`src/hw/rtl/msas_pkg.sv`:
```
`timescale 1ns / 1ps
// ----------------------------------------------------------------------------
// msas_pkg
// Shared types, constants and lookup tables for the mouse-to-stick aim shaper.
// ----------------------------------------------------------------------------
package msas_pkg;

   localparam int ACC_FRAC_BITS_DEF = 8;
   localparam int LOG_DEPTH         = 256;
   localparam int LOG_IDX_W         = $clog2(LOG_DEPTH);
   localparam int PROF_W            = 60;
   localparam int CSR_DATA_W        = 64;
   localparam int CSR_ADDR_W        = 5;

   localparam logic [1:0] REG_HIP    = 2'd0;
   localparam logic [1:0] REG_ADS    = 2'd1;
   localparam logic [1:0] REG_INVERT = 2'd2;

   localparam logic [7:0] STICK_CENTER = 8'd128;
   localparam logic [7:0] STICK_MIN    = 8'd0;
   localparam logic [7:0] STICK_MAX    = 8'd255;

   localparam logic [63:0] ONE30 = 64'h1 << 30;

   typedef struct packed {
      logic signed [11:0] delta_x;
      logic signed [11:0] delta_y;
      logic               aim_mode;
   } req_payload_type;

   typedef struct packed {
      logic [7:0] stick_x;
      logic [7:0] stick_y;
   } rsp_payload_type;

   typedef struct packed {
      logic signed [11:0] delta;
      logic               neg;
      logic [15:0]        sens;
      logic [11:0]        wgt;
      logic [7:0]         curve;
      logic [7:0]         boost;
   } lane_cmd_type;

   typedef struct packed {
      logic start;
      logic take;
   } lane_ctl_type;

   typedef struct packed {
      logic       idle;
      logic       done;
      logic [7:0] stick;
   } lane_stat_type;

   typedef logic [15:0] log_tab_type [LOG_DEPTH];
   typedef logic [16:0] exp_tab_type [LOG_DEPTH];

   function automatic logic [63:0] isqrt64(input logic [63:0] v_in);
      logic [63:0] v;
      logic [63:0] res;
      logic [63:0] b;
      v   = v_in;
      res = '0;
      b   = 64'h1 << 62;
      while (b > v) b = b >> 2;
      while (b != 64'h0) begin
         if (v >= res + b) begin
            v   = v - (res + b);
            res = (res >> 1) + b;
         end else begin
            res = res >> 1;
         end
         b = b >> 2;
      end
      return res;
   endfunction

   function automatic log_tab_type build_log_tab();
      log_tab_type tab;
      logic [63:0] x;
      logic [15:0] r;
      for (int i = 0; i < LOG_DEPTH; i++) begin
         x = ONE30 + ((64'(i) << 30) / LOG_DEPTH);
         r = '0;
         for (int k = 1; k <= 16; k++) begin
            x = (x * x) >> 30;
            if (x >= 2 * ONE30) begin
               x = x >> 1;
               r[16-k] = 1'b1;
            end
         end
         tab[i] = r;
      end
      return tab;
   endfunction

   function automatic exp_tab_type build_exp_tab();
      exp_tab_type tab;
      logic [63:0] root [17];
      logic [63:0] y;
      logic [63:0] f;
      root[0] = 64'h1 << 31;
      for (int k = 1; k <= 16; k++) root[k] = isqrt64(root[k-1] << 30);
      for (int i = 0; i < LOG_DEPTH; i++) begin
         f = (64'(i) << 16) / LOG_DEPTH;
         y = ONE30;
         for (int k = 1; k <= 16; k++) begin
            if (f[16-k]) y = (y * root[k]) >> 30;
         end
         tab[i] = 17'(y >> 14);
      end
      return tab;
   endfunction

   localparam log_tab_type LOG_TAB = build_log_tab();
   localparam exp_tab_type EXP_TAB = build_exp_tab();

endpackage

```
`src/hw/rtl/msas_merge.sv`:
```
`timescale 1ns / 1ps
// ----------------------------------------------------------------------------
// msas_merge
// Joins both lane results into one output item held in an output register.
// ----------------------------------------------------------------------------
module msas_merge (
   input  logic                     clock,
   input  logic                     reset,
   input  msas_pkg::lane_stat_type  stat_x,
   input  msas_pkg::lane_stat_type  stat_y,
   input  logic                     rsp_ready,
   output logic                     rsp_valid,
   output msas_pkg::rsp_payload_type rsp_payload,
   output logic                     take
);
   import msas_pkg::*;

   logic            valid_ff, valid_in;
   rsp_payload_type data_ff, data_in;

   assign take = stat_x.done && stat_y.done && (!valid_ff || rsp_ready);

   always_comb begin
      valid_in = valid_ff;
      data_in  = data_ff;
      if (rsp_ready) valid_in = 1'b0;
      if (take) begin
         valid_in        = 1'b1;
         data_in.stick_x = stat_x.stick;
         data_in.stick_y = stat_y.stick;
      end
   end

   always_ff @(posedge clock) begin
      if (reset) begin
         valid_ff <= 1'b0;
      end else begin
         valid_ff <= valid_in;
      end
      data_ff <= data_in;
   end

   assign rsp_valid   = valid_ff;
   assign rsp_payload = data_ff;

endmodule

```
`config.mk`:
```
export PLATFORM = sky130hd
export DESIGN_NAME = msas_merge
export DESIGN_NICKNAME = d
export VERILOG_FILES = /design/src/hw/rtl/msas_pkg.sv /design/src/hw/rtl/msas_merge.sv
export SDC_FILE = /design/constraint.sdc
export NUM_CORES = 1
export LEC_CHECK = 0
export BUFFER_PORTS_ARGS = -buffer_cell sky130_fd_sc_hd__clkbuf_2
export CAP_MARGIN = 20
export CORE_UTILIZATION = 33
export CTS_CLUSTER_SIZE = 14
export DETAILED_ROUTE_END_ITERATION = 8
export MAX_ROUTING_LAYER = met4
export PLACE_DENSITY_LB_ADDON = 0.1
export SETUP_SLACK_MARGIN = 0.05
export SLEW_MARGIN = 10
export SYNTH_ARGS = -nofsm -noshare
export SYNTH_HDL_FRONTEND = slang
export SYNTH_SLANG_ARGS = --single-unit
```
`constraint.sdc`:
```
create_clock -name clock -period 1.1 [get_ports clock]
set_input_delay 0.055 -clock clock [delete_from_list [all_inputs] [get_ports clock]]
set_output_delay 0.055 -clock clock [all_outputs]
set_load 0.05 [all_outputs]
```
# Yosys cells after proc, flatten, opt, wreduce, memory -nomap -nowiden
# Index checks and enable logic that the tools add are counted.
dict set report op_classes {
  n_addsub 0
  multipliers 0
  div 0
  n_lt_le_gt_ge 0
  n_eq_ne 0
  n_shift 0
  mux 2
  bitwise_logic 0
  reduce_logical 5
}
# cell n
set ops {}
lappend ops {{logical AND 1 bit} 2}
lappend ops {{two-way mux 1 bit} 2}
lappend ops {{nonzero test 2 bit} 1}
lappend ops {{zero test 1 bit} 1}
lappend ops {{logical OR 1 bit} 1}
dict set report totals {
  regBits 17
  latch_bits 0
  ramBits 0
  mem_bits_ro 0
  in_bits 23
  output_inout_bits 18
  elab_cells 10
  memories 0
}

# Logic depth before layout (Yosys ltp)
# Gate-level depths: netlist (run 1).
dict set report depth {
  depth_word 4
  ltp_mapped 2
  ltp_nobuf 2
}

# Least setup slack after synthesis (run 1)
# OpenSTA, ideal clock, no wires.
dict set report synth_timing {
  path_type {reg-to-reg}
  start {register valid_ff (netlist: rsp_valid)}
  end {register data_ff (netlist bit rsp_payload[0]) (enable)}
  setup_ns 0.377
  t_arrival_ns 1.181
  t_required_ns 0.723
  setup_slack_ns -0.458
  path_stages_with_launch 3
  path_buffers 0
  period_less_slack_ns 1.558
  cell_sequence {dfxtp_1 > nand2b_4 > nor2b_4}
}
dict set report synth_between {
  elab_chain_len 3
}
# item line_no
set synth_lines {}
lappend synth_lines {{from (decl)} msas_merge.sv:18} ;# logic valid_ff, valid_in;
lappend synth_lines {{from (signal assigned)} msas_merge.sv:38} ;# valid_ff <= valid_in;
lappend synth_lines {{zero test 1 bit} msas_merge.sv:21} ;# assign take = stat_x.done && stat_y.done && (!valid_ff || rsp_ready);
lappend synth_lines {{logical OR 1 bit} msas_merge.sv:21}
lappend synth_lines {{logical AND 1 bit} msas_merge.sv:21}
lappend synth_lines {{net take} msas_merge.sv:14} ;# output logic take
lappend synth_lines {{to (signal assigned)} msas_merge.sv:40} ;# data_ff <= data_in;
lappend synth_lines {{to (decl)} msas_merge.sv:19} ;# rsp_payload_type data_ff, data_in;
# The timed path passes the listed nets, and every way through them passes these cells.
# A chain may end at the register's enable or synchronous reset.

# Worst setup path in the final report (run 1)
dict set report layout_timing {
  start {register valid_ff (netlist: rsp_valid)}
  end {output port take}
}
dict set report layout_between {
  elab_chain_len 3
}
# item line_no
set layout_lines {}
lappend layout_lines {{zero test 1 bit} msas_merge.sv:21}
lappend layout_lines {{logical OR 1 bit} msas_merge.sv:21}
lappend layout_lines {{logical AND 1 bit} msas_merge.sv:21}
lappend layout_lines {{to (decl)} msas_merge.sv:14}
# Every way passes these cells.

==> results of run 1 <==
## power groups by stage
stage	clock, W	sequential, W	combinational [W]
floorplan	0	0.000857	0.0000272
global placement	0	0.000761	0.000192
detailed placement	0	0.000761	0.000193
CTS	0.000329	0.000746	0.000245
global route	0.000367	0.000749	0.000262
finish	0.000312	0.000746	0.000250
## synthesized netlist by cell type
library cell               number  area share (%)
sky130_fd_sc_hd__edfxtp_1      16              88
sky130_fd_sc_hd__a21oi_2        1             1.6
sky130_fd_sc_hd__dfxtp_1        1             3.7
sky130_fd_sc_hd__nand2_2        1             1.2
sky130_fd_sc_hd__nand2b_4       1             2.5
sky130_fd_sc_hd__nor2b_4        1             2.5
## flip-flops by register name, summed over array words and instances (netlist names)
name,count
rsp_payload,16
rsp_valid,1
## per-layer routing
metal  up-vias  wire [um]  global-route usage, %
met5         -          0                      -
met3         0         66                  4.741
met2        22        751                  28.31
met1       199        341                  10.89
li1        205          -                      -
met4         0          0                  3.750
## worst max path at each step
stage	to	slack, ns	startpoint	cells after the start
floorplan	rsp_payload[0]	-0.30	rsp_valid	2
global placement	rsp_payload[12]	0.09	rsp_valid	3
detailed placement	rsp_payload[0]	0.08	rsp_valid	3
CTS	take	-0.03	rsp_valid	3
global route	take	-0.06	rsp_valid	3
finish	take	0.001	rsp_valid	3
## worst max-delay path: cells and delay by family (launching register included)
family                 cells  cell delay (ns)
buffers and inverters      1             0.16
AND/OR/NAND/NOR            2             0.24
flip-flops                 1             0.36
## area by class of cell
type	count	area (sq um)
clock buffer	4	26.28
sequential	17	504.2
multi-input combinational	4	42.54
fill	114	525.5
timing repair buffer	58	405.4
tap	16	20.02
## through the flow
step / hold WS (ns) / setup TNS, ns / total power (W) / cell area (sq um)
5_1_grt: 0.01926 / -0.06426 / 0.001378 / 998.5
2_1_floorplan: 0.1083 / -4.731 / 0.0008840 / 546.8
6_report: 0.03050 / 0 / 0.001309 / 998.5
3_5_place_dp: 0.2129 / 0 / 0.0009549 / 777.0
4_1_cts: 0.02244 / -0.03264 / 0.001321 / 989.7
3_3_place_gp: 0.2131 / 0 / 0.0009535 / 777.0
## timing repair
item	CTS	global route
endpoints found under the setup margin	1	17
hold buffers	17	0
setup buffers	1	1
endpoints found under the hold margin	17	0
gates resized for setup	2	1
## cells by family (layout without fill, tap and decap cells)
| kind of cell | Yosys count | after routing | share of synthesized area [%] |
|---|---|---|---|
| AO/OA/AOI/OAI | 1 | 1 | 1.613 |
| buffers and inverters | 0 | 62 | 0 |
| AND/OR/NAND/NOR | 3 | 3 | 6.221 |
| flip-flops | 17 | 17 | 92.17 |
==> results.txt, run 1 <==
----------------------------------------------------
[Global routing]
  Maximum number of pins on one net before global-route repair ... 17
  Overall overflow remaining after global route ... 0
  Initial antenna violation count ... 0
  Global-route wire length before repair ... 1.752 mm
  Tot GR Track Use ... 13.79%
  Via count of the first global-routing pass ... 446

[Setup path]
  Number of cells on the worst reg-to-reg path ... 3
  Terminus of the critical flop-to-flop path ... rsp_payload[3]
  Setup Crit Path Kind ... flop to output pin
  Data arrival time of the critical path ... 1.04 ns
  Worst R2R Start ... rsp_valid
  Slowest-stage cell, CP ... sky130_fd_sc_hd__dfxtp_4
  Req. time, crit path ... 1.04 ns
  Sort of element at the end of the critical path ... output pin
  Type of origin of the critical path ... flop
  Critical path cell sequence ... nand2b_4 -> nor2b_4 -> buf_8
  Delay of the slowest critical-path stage ... 0.36 ns
  Worst reg2reg setup slack ... 0.05 ns
  Maximum fanout count along the critical path ... 2

[Floorplanning]
  Die ar. ... 1812 sq um
  Core Region ... 1524 sq um
  Chip height ... 42.57 um
  Placement Rows ... 14
  I/O pin cnt ... 41
  Initial Util ... 35.63%
  Width of the die ... 42.57 um

[Min path]
  Kind of path behind the tightest hold check ... primary input to flop
  Worst Hold Path EP ... rsp_valid
  Hold_sp ... stat_y[8]
  Cell depth of the worst min-delay path ... 3

[Power]
  Share of power burned in the clock network ... 23.9%
  Max rail drop VDD ... 847.0 uV
  Combinational Power Share ... 19.1%
  Sw frac ... 24.94%
  Static power due to leakage ... 0.4451 nW
  Power spent charging and discharging nets ... 0.0003264 W
  Power density relative to cell area ... 1311 nW/um^2
  Internal power contribution ... 0.0009822 W
  Share of total power in sequential cells ... 57.0%

[Place]
  Number of I/O port buffers ... 38
  Number of placed instances with taps included ... 76
  Pre-CTS setup slack ... 0.07793 ns
  Placer's final routability congestion estimate ... 0.5927

[Layout]
  Synthesis-to-layout area growth ... 83.87%
  Most common cell after layout, fill and taps aside ... sky130_fd_sc_hd__clkbuf_2
  Most frequent cells in the layout ... 37 x sky130_fd_sc_hd__clkbuf_2, 17 x sky130_fd_sc_hd__dlygate4sd3_1, 16 x sky130_fd_sc_hd__edfxtp_1, 3 x sky130_fd_sc_hd__clkbuf_4, 2 x sky130_fd_sc_hd__buf_4
  Diode insertion count for antenna repair ... 0
  Nets ... 107
  Share of cells above drive strength 1 ... 59.04%
  Final design utilization ... 65.52%
  Final std cells w/o fill ... 99

[Logic synthesis]
  Mean cell area of the mapped netlist ... 25.86 sq um
  Sequential share of the synthesized area ... 92.17%
  Distinct cell type count of the synthesized netlist ... 6
  Post-Syn Instances ... 21
  Warning count from the yosys run ... 0
  Post-synthesis register bit count ... 17
  Synthesized netlist net count ... 44
  Post-synthesis instance area ... 543.0 sq um

[Drt]
  Vias per cell ... 4.303
  DR iter-0 viols ... 2
  Routed wire length per instance ... 11.70 um
  Antenna Violating Nets Remaining ... 0
  Wire length after detailed routing ... 1.158 mm
  Initial DRT Pass Iterations ... 3
  DRC viols ... 0
  Via total after detailed routing ... 426

[Clock network]
  Number of clock sinks seen by CTS ... 17
  CTS buffer count ... 3
  Worst skew pair latency ... 0.27 ns
  Clock Tree Root ... sky130_fd_sc_hd__clkbuf_4
  Worst-path clk slew ... 0.09 ns
  Maximum level of the CTS H-tree ... 1
  Buffer levels on the longest clock path ... 2
  TritonCTS clock tree ... built

[Timing]
  Final setup violation count ... 0
  Hold Fails Final Rpt ... 0
  Max transition margin ... 81.22%
  Final worst path period share ... 99.90%
  Total count of max-transition violations in the final report ... 0
  Worst clock skew ... 0.0003799 ns
  Final critical path time including I/O delays and setup ... 1.099 ns
  Setup repair after global routing missed its margin ... true
  Worst-Margin Slew ... 0.2829 ns
  Setup slack after layout ... 0.001102 ns
  Maximum achievable frequency ... 910.0 MHz

[Job]
  Max Cap Viol ... 0

[Outcome]
  Outcome ... completed

----------------------------------------------------
Note: power is estimated with default switching activity, not from simulation.
==> inputs of run 2 (changes only) <==
Settings changed: CORE_UTILIZATION 33 to 36, CTS_BUF_LIST set to sky130_fd_sc_hd__clkbuf_8.
==> results.txt, run 2 (synthesis results as in run 1) <==
----------------------------------------------------
[Drt]
  DR iter-0 viols ... 3 (+1)
  DRC viols ... 0 (unchanged)
  Vias per cell ... 4.133 (-4.0%)
  Antenna Violating Nets Remaining ... 0 (unchanged)
  Wire length after detailed routing ... 1.132 mm (-2.2%)
  Initial DRT Pass Iterations ... 2 (-1)
  Via total after detailed routing ... 405 (-4.9%)
  Routed wire length per instance ... 11.55 um (-1.2%)

[Power]
  Internal power contribution ... 0.001091 W (+11%)
  Static power due to leakage ... 0.4579 nW (+2.9%)
  Share of power burned in the clock network ... 30.5% (+6.6 points)
  Power spent charging and discharging nets ... 0.0003468 W (+6.2%)
  Share of total power in sequential cells ... 52.1% (-4.9 points)
  Max rail drop VDD ... 1003 uV (+18%)
  Sw frac ... 24.12% (-0.82 points)
  Power density relative to cell area ... 1415 nW/um^2 (+8.0%)
  Total chip power ... 0.001438 W (+9.8%)
  Combinational Power Share ... 17.4% (-1.7 points)

[Setup path]
  Maximum fanout count along the critical path ... 3 (+1)
  Type of origin of the critical path ... flop
  Sort of element at the end of the critical path ... output pin
  Number of cells on the worst reg-to-reg path ... 3 (unchanged)
  Data arrival time of the critical path ... 1.01 ns (-0.03 ns)
  Req. time, crit path ... 1.04 ns (about the same)
  Setup Crit Path Kind ... flop to output pin

[Layout]
  Layout filler cell count ... 93 (-18%)
  Synthesis-to-layout area growth ... 87.10%
  Most frequent cells in the layout ... 37 x sky130_fd_sc_hd__clkbuf_2, 17 x sky130_fd_sc_hd__dlygate4sd3_1, 16 x sky130_fd_sc_hd__edfxtp_1, 3 x sky130_fd_sc_hd__clkbuf_8, 2 x sky130_fd_sc_hd__buf_4
  Share of cells above drive strength 1 ... 59.04% (unchanged)
  Diode insertion count for antenna repair ... 0 (unchanged)
  Most common cell after layout, fill and taps aside ... sky130_fd_sc_hd__clkbuf_2
  Nets ... 107 (unchanged)
  Largest register FFs ... 16 (unchanged)

[Floorplanning]
  Die ar. ... 1668 sq um (-7.9%)
  Placement Rows ... 13 (-1)
  Width of the die ... 40.84 um (-4.1%)
  Core Region ... 1350 sq um (-11%)
  Initial Util ... 40.22% (+4.6 points)
  I/O pin cnt ... 41 (unchanged)
  Chip height ... 40.84 um (-4.1%)

[Timing]
  Max transition margin ... 81.47% (+0.25 points)
  Maximum achievable frequency ... 935.5 MHz (+2.8%)
  Final setup violation count ... 0 (unchanged)
  Total count of max-transition violations in the final report ... 0 (unchanged)
  Worst clock skew ... 0.002694 ns (+0.002314 ns)
  Setup slack after layout ... 0.03109 ns (+0.02999 ns)
  Worst-Margin Slew ... 0.2792 ns (-0.003724 ns)
  Final worst path period share ... 97.17% (-2.7 points)
  Hold Fails Final Rpt ... 0 (unchanged)
  Hold Worst Slack ... 0.08623 ns (+0.05573 ns)
  Final critical path time including I/O delays and setup ... 1.069 ns (-0.02999 ns)
  Setup repair after global routing missed its margin ... true

[Global routing]
  Tot GR Track Use ... 16.43% (+2.6 points)
  Maximum number of pins on one net before global-route repair ... 13 (-4)
  Peak-usage layer in the global routing report ... met2
  Met1 demand-to-capacity share in global routing ... 21.43% (+11 points)
  Global-route wire length before repair ... 1.656 mm (-5.5%)
  Met3 routing resource usage after global routing ... 4.891% (+0.15 points)
  Met2 Resource Use GR ... 25.78% (-2.5 points)
  Via count of the first global-routing pass ... 379 (-15%)
  Initial antenna violation count ... 0 (unchanged)
  Overall overflow remaining after global route ... 0 (unchanged)

[Clock network]
  Clock Tree Root ... sky130_fd_sc_hd__clkbuf_8
  Worst skew pair latency ... 0.24 ns (-0.03 ns)
  TritonCTS clock tree ... built
  Worst-path clk slew ... 0.06 ns (-0.03 ns)
  Maximum level of the CTS H-tree ... 1 (unchanged)
  Buffer levels on the longest clock path ... 2 (unchanged)
  Number of clock sinks seen by CTS ... 17 (unchanged)
  CTS buffer count ... 3 (unchanged)

[Min path]
  Kind of path behind the tightest hold check ... primary input to flop
  Cell depth of the worst min-delay path ... 3 (unchanged)

[Place]
  Pre-CTS setup slack ... 0.08002 ns (+0.002089 ns)
  Number of I/O port buffers ... 38 (unchanged)
  Placer's final routability congestion estimate ... 0.5948 (+0.35%)

[Outcome]
  Outcome ... completed

[Job]
  Max Cap Viol ... 0 (unchanged)

----------------------------------------------------
## run 2: path summary, 6_finish.rpt
path             start        endpoint  slack (ns)
min reg2reg  rsp_valid       rsp_valid        0.57
max          rsp_valid            take        0.03
min          stat_y[8]       rsp_valid        0.09
max reg2reg  rsp_valid  rsp_payload[5]        0.05
## run 2: critical path, stage by stage (launching register included)
cell	delay, ns
sky130_fd_sc_hd__dfxtp_4	0.35
sky130_fd_sc_hd__nand2b_4	0.06
sky130_fd_sc_hd__nor2b_4	0.20
sky130_fd_sc_hd__buf_8	0.17
## run 2: layout make-up
class | instances | area (sq um) | share of cell area [%]
clock inverters | 1 | 3.754 | 0.3695
clock buffers | 3 | 41.29 | 4.064
repair buffers | 58 | 405.4 | 39.90
flip-flops and latches | 17 | 504.2 | 49.63
multi-input cells | 4 | 42.54 | 4.187
well taps | 15 | 18.77 | 1.847
## run 2: timing repair
action	in CTS	in global routing
hold buffers	17	0
setup endpoints to repair	1	17
buffers inserted	1	0
hold endpoints to repair	17	0
gates cloned	0	0
resized for setup	2	1
## run 2: power groups by stage
stage	sequential, W	clock, W	combinational, W
4_1_cts	0.000749	0.000441	0.000248
3_5_place_dp	0.000762	0	0.000195
6_report	0.000749	0.000438	0.000250
5_1_grt	0.000751	0.000469	0.000266
2_1_floorplan	0.000857	0	0.0000272
3_3_place_gp	0.000761	0	0.000194
## run 2: layer usage
layer	routed length (um)	vias up	share of wire, %
met2	573	22	51
met3	66	0	5.8
met1	493	177	44
met4	0	0	0
met5	0	-	0
li1	-	206	-
## run 2: stage by stage
step                      cell area (sq um)     TNS, ns  cells  utilization [%]
after detailed placement              783.3           0     76            58.02
after global routing                   1016    -0.01945     98            75.25
final                                  1016           0     98            75.25
after CTS                              1015  -0.0006508     98            75.16
after global placement                783.3           0     76            58.02
after floorplan                       546.8      -4.731     21                -
